==> src/hdl/dual_modular_polynomial_hash_macros.svh <==
// Assertion macros shared by the hash RTL.
// Expects clk_i and rst_ni in the scope where a macro is used.
`ifndef DUAL_MODULAR_POLYNOMIAL_HASH_MACROS_SVH
`define DUAL_MODULAR_POLYNOMIAL_HASH_MACROS_SVH

// Property must hold at every clock edge outside reset.
`define DMPH_ASSERT(lbl, prop, msg) \
  lbl: assert property (@(posedge clk_i) disable iff (!rst_ni) (prop)) else $error(msg);

// Condition must never be seen at a clock edge outside reset.
`define DMPH_NEVER(lbl, cond, msg) \
  lbl: assert property (@(posedge clk_i) disable iff (!rst_ni) !(cond)) else $error(msg);

`endif

==> src/hdl/dmph_pkg.sv <==
// Shared types and constants for the dual modular polynomial hash.
// No dependencies; used by the interfaces and all modules.
package dmph_pkg;

  localparam int unsigned BYTE_W   = 8;
  localparam int unsigned HASH_W   = 32;
  localparam int unsigned NUM_LANES = 2;

  // Byte folded for a separator word (':').
  localparam logic [BYTE_W-1:0] SEP_BYTE = 8'd58;

  // Configuration register indexes
  localparam int unsigned CFG_IDX_W = 2;
  localparam logic [CFG_IDX_W-1:0] REG_BASE_ONE    = 2'd0;
  localparam logic [CFG_IDX_W-1:0] REG_MODULUS_ONE = 2'd1;
  localparam logic [CFG_IDX_W-1:0] REG_BASE_TWO    = 2'd2;
  localparam logic [CFG_IDX_W-1:0] REG_MODULUS_TWO = 2'd3;

  localparam logic [HASH_W-1:0] BASE_ONE_RST    = 32'd131;
  localparam logic [HASH_W-1:0] MODULUS_ONE_RST = 32'd1000000007;
  localparam logic [HASH_W-1:0] BASE_TWO_RST    = 32'd137;
  localparam logic [HASH_W-1:0] MODULUS_TWO_RST = 32'd998244353;

  // Command queue between front and back
  localparam int unsigned QDEPTH = 2;
  localparam int unsigned QPTR_W = (QDEPTH > 1) ? $clog2(QDEPTH) : 1;
  localparam int unsigned QCNT_W = $clog2(QDEPTH + 1);

  // Remainder steps per reduce cycle; 64-bit dividend
  localparam int unsigned RED_BITS = 2;
  localparam int unsigned RED_CYCLES = (2 * HASH_W) / RED_BITS;
  localparam int unsigned RED_CNT_W = $clog2(RED_CYCLES);

  typedef struct packed {
    logic [BYTE_W-1:0] c;       // byte to fold, separator already applied
    logic              start;   // clear hashes first
    logic              finish;  // emit hashes after fold
  } cmd_t;

  typedef struct packed {
    logic [NUM_LANES-1:0][HASH_W-1:0] base;
    logic [NUM_LANES-1:0][HASH_W-1:0] modulus;  // 0 means 2^32
  } cfg_t;

  typedef enum logic [1:0] {
    ST_IDLE,
    ST_ADD,
    ST_REDUCE,
    ST_WRITE
  } bk_state_e;

endpackage

==> src/hdl/dmph_in_if.sv <==
// Input word channel: one message byte plus control flags.
// Depends on dmph_pkg for field widths.
interface dmph_in_if;
  logic                       valid;
  logic                       ready;
  logic [dmph_pkg::BYTE_W-1:0] data_byte;
  logic                       is_separator;
  logic                       start_req;
  logic                       finish;

  modport source (output valid, data_byte, is_separator, start_req, finish, input ready);
  modport sink   (input valid, data_byte, is_separator, start_req, finish, output ready);
endinterface

==> src/hdl/dmph_front.sv <==
// Front end: accepts input words, resolves the folded byte, queues commands.
// Depends on dmph_pkg, dmph_in_if and the assertion macros.
`include "dual_modular_polynomial_hash_macros.svh"

module dmph_front (
  input  logic           clk_i,
  input  logic           rst_ni,
  dmph_in_if.sink        in_i,
  output dmph_pkg::cmd_t head_o,
  output logic           head_valid_o,
  input  logic           pop_i
);
  import dmph_pkg::*;

  cmd_t              q_mem [QDEPTH];
  logic [QPTR_W-1:0] wr_ptr_q, wr_ptr_d;
  logic [QPTR_W-1:0] rd_ptr_q, rd_ptr_d;
  logic [QCNT_W-1:0] cnt_q, cnt_d;
  logic              push;
  logic              pop;
  cmd_t              cmd_in;

  assign in_i.ready   = (cnt_q != QCNT_W'(QDEPTH));
  assign push         = in_i.valid && in_i.ready;
  assign head_valid_o = (cnt_q != '0);
  assign pop          = pop_i && head_valid_o;
  assign head_o       = q_mem[rd_ptr_q];

  always_comb begin
    cmd_in.c      = in_i.is_separator ? SEP_BYTE : in_i.data_byte;
    cmd_in.start  = in_i.start_req;
    cmd_in.finish = in_i.finish;
  end

  always_comb begin
    wr_ptr_d = wr_ptr_q;
    rd_ptr_d = rd_ptr_q;
    cnt_d    = cnt_q;
    if (push) begin
      wr_ptr_d = (wr_ptr_q == QPTR_W'(QDEPTH - 1)) ? '0 : wr_ptr_q + 1'b1;
    end
    if (pop) begin
      rd_ptr_d = (rd_ptr_q == QPTR_W'(QDEPTH - 1)) ? '0 : rd_ptr_q + 1'b1;
    end
    if (push && !pop) begin
      cnt_d = cnt_q + 1'b1;
    end else if (pop && !push) begin
      cnt_d = cnt_q - 1'b1;
    end
  end

  always_ff @(posedge clk_i or negedge rst_ni) begin
    if (!rst_ni) begin
      wr_ptr_q <= '0;
      rd_ptr_q <= '0;
      cnt_q    <= '0;
    end else begin
      wr_ptr_q <= wr_ptr_d;
      rd_ptr_q <= rd_ptr_d;
      cnt_q    <= cnt_d;
    end
  end

  always_ff @(posedge clk_i) begin
    if (push) begin
      q_mem[wr_ptr_q] <= cmd_in;
    end
  end

  `DMPH_ASSERT(a_cnt_bound, cnt_q <= QCNT_W'(QDEPTH), "queue count above depth")

endmodule

==> src/flat_wrapper.sv <==
// flat-port wrapper written by rule: the top's interface ports become plain ports
module dmph_front_flat import dmph_pkg::*;
  (clk_i, rst_ni, head_o, head_valid_o, pop_i, in_i_valid, in_i_data_byte, in_i_is_separator, in_i_start_req, in_i_finish, in_i_ready);
  dmph_in_if in_i_i ();
  input  logic clk_i;
  input  logic rst_ni;
  output dmph_pkg::cmd_t head_o;
  output logic head_valid_o;
  input  logic pop_i;
  input wire logic [$bits(in_i_i.valid)-1:0] in_i_valid;
  input wire logic [$bits(in_i_i.data_byte)-1:0] in_i_data_byte;
  input wire logic [$bits(in_i_i.is_separator)-1:0] in_i_is_separator;
  input wire logic [$bits(in_i_i.start_req)-1:0] in_i_start_req;
  input wire logic [$bits(in_i_i.finish)-1:0] in_i_finish;
  output wire logic [$bits(in_i_i.ready)-1:0] in_i_ready;
  assign in_i_i.valid = in_i_valid;
  assign in_i_i.data_byte = in_i_data_byte;
  assign in_i_i.is_separator = in_i_is_separator;
  assign in_i_i.start_req = in_i_start_req;
  assign in_i_i.finish = in_i_finish;
  assign in_i_ready = in_i_i.ready;
  dmph_front u_core (.clk_i(clk_i), .rst_ni(rst_ni), .in_i(in_i_i), .head_o(head_o), .head_valid_o(head_valid_o), .pop_i(pop_i));
endmodule
==> config.mk <==
export PLATFORM = sky130hd
export DESIGN_NAME = dmph_front_flat
export DESIGN_NICKNAME = d
export VERILOG_FILES = /design/src/hdl/dmph_pkg.sv /design/src/hdl/dmph_in_if.sv /design/src/hdl/dmph_front.sv /design/src/flat_wrapper.sv
export VERILOG_INCLUDE_DIRS = /design/src /design/src/hdl
export SDC_FILE = /design/constraint.sdc
export NUM_CORES = 1
export LEC_CHECK = 0
export BUFFER_PORTS_ARGS = -buffer_cell sky130_fd_sc_hd__buf_2
export CAP_MARGIN = 10
export CELL_PAD_IN_SITES_DETAIL_PLACEMENT = 1
export CELL_PAD_IN_SITES_GLOBAL_PLACEMENT = 1
export CORE_ASPECT_RATIO = 0.8
export CORE_MARGIN = 2
export CORE_UTILIZATION = 41
export CTS_CLUSTER_SIZE = 24
export DETAILED_ROUTE_END_ITERATION = 7
export GPL_TIMING_DRIVEN = 0
export PLACE_DENSITY = 0.8
export SLEW_MARGIN = 20
export SYNTH_ARGS = -nofsm -noshare
export SYNTH_HDL_FRONTEND = slang
export SYNTH_SLANG_ARGS = --single-unit
==> constraint.sdc <==
create_clock -name clk_i -period 1.8 [get_ports clk_i]
set_input_delay 0.09 -clock clk_i [delete_from_list [all_inputs] [get_ports clk_i]]
set_output_delay 0.09 -clock clk_i [all_outputs]
set_load 0.005 [all_outputs]
### Yosys cells after proc, flatten, opt, wreduce, memory -nomap -nowiden

Memories as Yosys holds them, arrays and structs flattened.
Cells that the tools add are included.

* register bits after elaboration: 4
* latch bits: 0
* RAM bits: 20
* ROM bits: 0
* output and inout bits: 12
* memories kept: 1

* add/subtract/negate cells: 4
* multipliers: 0
* div/mod/pow operators: 0
* $lt $le $gt $ge: 0
* equal/unequal tests: 1
* shift-type cells: 0
* muxes and demuxes: 7
* bitwise gates (word level): 0
* reductions and logical operators: 8

Memory list
* u_core.q_mem: words 2, width 10, rd ports 1, clocked after Yosys merged registers in 0, wr ports 1, line dmph_front.sv:15 `cmd_t q_mem [QDEPTH];`

Operators by type and width (count)
* $mux 8: 1
* $logic_and 1x1->1: 4
* $mux 1: 4
* $mux 2: 2
* $reduce_bool 2->1: 2
* $add 1x1->1 const B: 2
* $add 2x1->2 const B: 1
* $logic_not 1->1: 2
* $ne 2x2->1 const B: 1
* $sub 2x1->2 const B: 1

### Depth between registers and ports, before layout

* word-level depth: 6
* gate-level depth with buffers: 7
* mapped depth without buffers: 7

### Least setup slack after synthesis

OpenSTA, ideal clock, no wires.

* path kind: register -> register
* from: reg u_core.cnt_q[0]
* to: mem u_core.q_mem[0][0] in the netlist's numbering (enable)
* arrival time: 1083 ps
* required time: 1424 ps
* setup slack: 341 ps
* cell stages (with the launch flop): 4
* path buffers: 0
* period minus slack after synthesis: 1459 ps
* path through: dfrtp_1 > nand2b_4 > nand2_1 > nor2_1

* longest elaborated chain between the ends: 4

Ends and longest elaborated chain
* start, declared: line dmph_front.sv:18 `logic [QCNT_W-1:0] cnt_q, cnt_d;`
* start signal, assigned: line dmph_front.sv:60 `cnt_q <= cnt_d;`
* $ne 2x2->1: line dmph_front.sv:23 `assign in_i.ready = (cnt_q != QCNT_W'(QDEPTH));`
* named net in_i_ready: line flat_wrapper.sv:15 `output wire logic [$bits(in_i_i.ready)-1:0] in_i_ready;`
* $logic_and 1x1->1: line dmph_front.sv:24 `assign push = in_i.valid && in_i.ready;`
* $mux 1: line dmph_front.sv:65 `if (push) begin`
* $mux 1 (not written as such): line dmph_front.sv:66 `q_mem[wr_ptr_q] <= cmd_in;`
* end, declared: line dmph_front.sv:15

The timed path passes the listed nets, and every way through them passes these cells.

### Final worst setup path

* from: reg u_core.cnt_q[0]
* to: mem u_core.q_mem[0][1] in the netlist's numbering (enable)

* longest elaborated chain between the ends: 4

Ends and longest elaborated chain (line)
* $ne 2x2->1: dmph_front.sv:23
* $logic_and 1x1->1: dmph_front.sv:24
* $mux 1: dmph_front.sv:65
* $mux 1 (not written as such): dmph_front.sv:66

Every way passes these cells.

==> impl_metrics.toml <==
[setup_path]
worstPathMaxFanout = 10
cp_data_arrival_time_ns = 1.50
cp_slowest_cell = "dfrtp_1"
crit_required_ns = 1.76
crit_path_end_kind = "register"
critical-path-top-delay-family = "simple AND/OR/NAND/NOR gates"
critical_path.startpoint = "u_core.cnt_q[0]"
criticalPathCategory = "register to register"
critical-path-max-stage-delay_ns = 0.46
critical_path_buf_inv_count = 0
path_cells = "nand2b_4 -> nand2_1 -> nor2_2"
worstReg2RegStart = "u_core.cnt_q[0]"
worst_setup_path_start_kind = "register"

[timing]
timing.final.crit_share = 0.856
setup_total_negative_slack_ns = 0
finalWorstPathRequiredPeriod_ns = 1.54
fmax_mhz = 649
final_hold_violation_count = 0
worst-slew-pin-transition_ns = 0.563
rsz0062_at_grt = "false"
timing.final.setup_violations = 0
slew_headroom = 0.624
maxSlewViolCount = 0
final.setup_skew_ns = 0.00627

[route]
total_wirelength_um = 1840
drt-wirelength-per-cell_um = 16.0
drt-vias-per-instance = 4.89
antenna_left = 0
firstDrtPassIters = 6
first_iter_violations = 7
drcViolationCount = 1
dr_total_vias = 562

[cts]
post-cts-setup-buffer-count = 0
numClockSinks = 24
path_clk_slew_ns = 0.12
clock-root-buffer = "clkbuf_4"
cts_max_path_buffers = 2
cts_htree_levels = 1
cts_tree = "yes"
numCtsBuffers = 3
clock_insertion_delay_worst_skew_ns = 0.31

[finish]
multiInputGateArea_um2 = 273
layout-drive-gt1-share = 0.533
ff_latch_area_um2 = 701
fillcell_total = 237
syn2layout_area_growth_pct = 22.4
antenna-diode-count = 0
fin_nets = 107
fin_area_mm2 = 0.00120

[die]
floorplan.die_area_mm2 = 0.00281
placementRows = 15
die_width_um = 58.7
design.core.area_mm2 = 0.00221
floorplan.initialDensity = 0.444
top_level_ports = 27
die_h_um = 47.8

[place]
place.port_buffers = 26
hpwlAfterDp_um = 1320
dpl_cell_area_mm2 = 0.00114
gpl.final_weighted_congestion = 0.701

[status]
result_of_the_run = "finished, violations left"
violations = "design-rule violations"

[synthesis]
post_synthesis_cell_type_with_the_largest_combined_area = "edfxtp_1"
synth_top_cells_by_count = "20 x edfxtp_1, 10 x mux2_2, 4 x dfrtp_1, 4 x nor2b_1, 4 x or2_2"
synth_nets = 73
synth_seq_cells = 24
syn-cell-area_um2 = 982
edff_count_synth = 20
synth_cell_types = 16
synthTopCellsByArea = "edfxtp_1 61%, mux2_2 11%, dfrtp_1 10%, xnor2_1 2.7%, nor2b_1 2.5%"
yosysTopAreaCellShare = 0.611
post-synth-top-count-cell = "edfxtp_1"
yosysWarningCount = 0
avgSynthCellArea_um2 = 17.2
postSynth.topFlopCell = "edfxtp_1"
synth_seq_area_share = 0.713
ys_async_sr_fraction = 0.167
netlist_instances = 57

[run]
maxCapViolCount = 0

[min_path]
min_path_type = "primary input to register"
worst_hold_startpoint = "pop_i"

[pwr]
power_density_mw_per_mm2 = 1420
total_leakage_power_nw = 0.480
power_mw = 1.70
irDropWorstVdd_mv = 0.643

[global_routing]
first_global_vias = 615
grt.total_usage = 0.147
wire_length_of_the_first_global_routing_pass_um = 2770
largest_net_degree_at_the_start_of_global_routing = 14
initial_antenna_violation_count = 0
globalRoute.totalOverflow = 0
-- per-layer routing --
layer	GRT usage	up-vias	routed length (µm)
met5	0	-	0
met4	0.109	0	27
met3	0.0243	2	61
met2	0.258	15	990
met1	0.167	276	764
li1	-	269	-
-- state kept, by name (all words and copies together) (netlist names) --
register and cells:
u_core.cnt_q 2, u_core.q_mem 20, u_core.wr_ptr_q 1, u_core.rd_ptr_q 1
-- per-stage QoR --
stage,setup WS (ns),std cells,hold WS (ns),util
5_1_grt,0.144,115,0.0347,0.543
3_5_place_dp,-0.00868,108,-0.103,0.516
3_3_place_gp,0.103,108,-0.101,0.516
6_report,0.260,115,0.0377,0.543
4_1_cts,0.230,115,0.0313,0.543
2_1_floorplan,0.341,57,-0.206,-
-- placed cells by master, fill, tap and decap left out --
cell | netlist | layout
and3_1 | 1 | 1
buf_2 | 0 | 26
buf_4 | 1 | 1
clkbuf_1 | 0 | 1
clkbuf_4 | 0 | 3
dfrtp_1 | 4 | 4
dlygate4sd3_1 | 0 | 3
edfxtp_1 | 20 | 20
ha_1 | 1 | 1
inv_1 | 1 | 1
mux2_2 | 10 | 10
nand2_1 | 1 | 1
nand2_4 | 1 | 1
nand2b_4 | 1 | 1
nor2_1 | 2 | 1
nor2_2 | 0 | 1
nor2b_1 | 4 | 4
or2_2 | 4 | 4
or2_4 | 1 | 1
xnor2_1 | 3 | 3
xor2_1 | 2 | 2
-- what timing repair did --
item | 4_1_cts | 5_1_grt
endpoints found under the hold margin | 8 | 0
endpoints found under the setup margin | 10 | 0
hold buffers | 3 | 0
resized for setup | 1 | 0
-- worst reg2reg max path: stages (launching register included) --
cell and delay [ns]:
dfrtp_1 0.46, nand2b_4 0.17, nand2_1 0.11, nor2_2 0.46
-- report_power, final --
| part | switching (mW) | internal, mW |
|---|---|---|
| clock | 0.154 | 0.0865 |
| sequential | 0.0773 | 0.771 |
| combinational | 0.288 | 0.328 |
| total | 0.519 | 1.19 |
-- cell families after synthesis --
kind of cell	share of synthesized area
flip-flops	0.713
adder cells (fa/ha/maj)	0.0127
AND/OR/NAND/NOR	0.103
buffers and inverters	0.0115
multiplexers	0.115
XOR/XNOR	0.0446
-- layout make-up --
cell class,count,area share
Clock buffer,4,0.0219
Sequential cell,24,0.583
Timing Repair Buffer,29,0.133
Inverter,1,0.00312
Tap cell,25,0.0260
Multi-Input combinational cell,31,0.227
Buffer,1,0.00624
-- path summary, 6_finish.rpt --
check | slack (ns) | cells after the start | endpoint
hold / removal | 0.04 | 3 | u_core.rd_ptr_q
min in group asynchronous | 0.11 | 2 | u_core.wr_ptr_q
hold reg to reg | 0.54 | 1 | u_core.wr_ptr_q
setup reg to reg | 0.26 | 3 | u_core.q_mem[0][1]
setup / recovery | 0.26 | 3 | u_core.q_mem[0][1]
max in group asynchronous | 1.57 | 2 | u_core.rd_ptr_q
(Power assumes the default switching activity.)
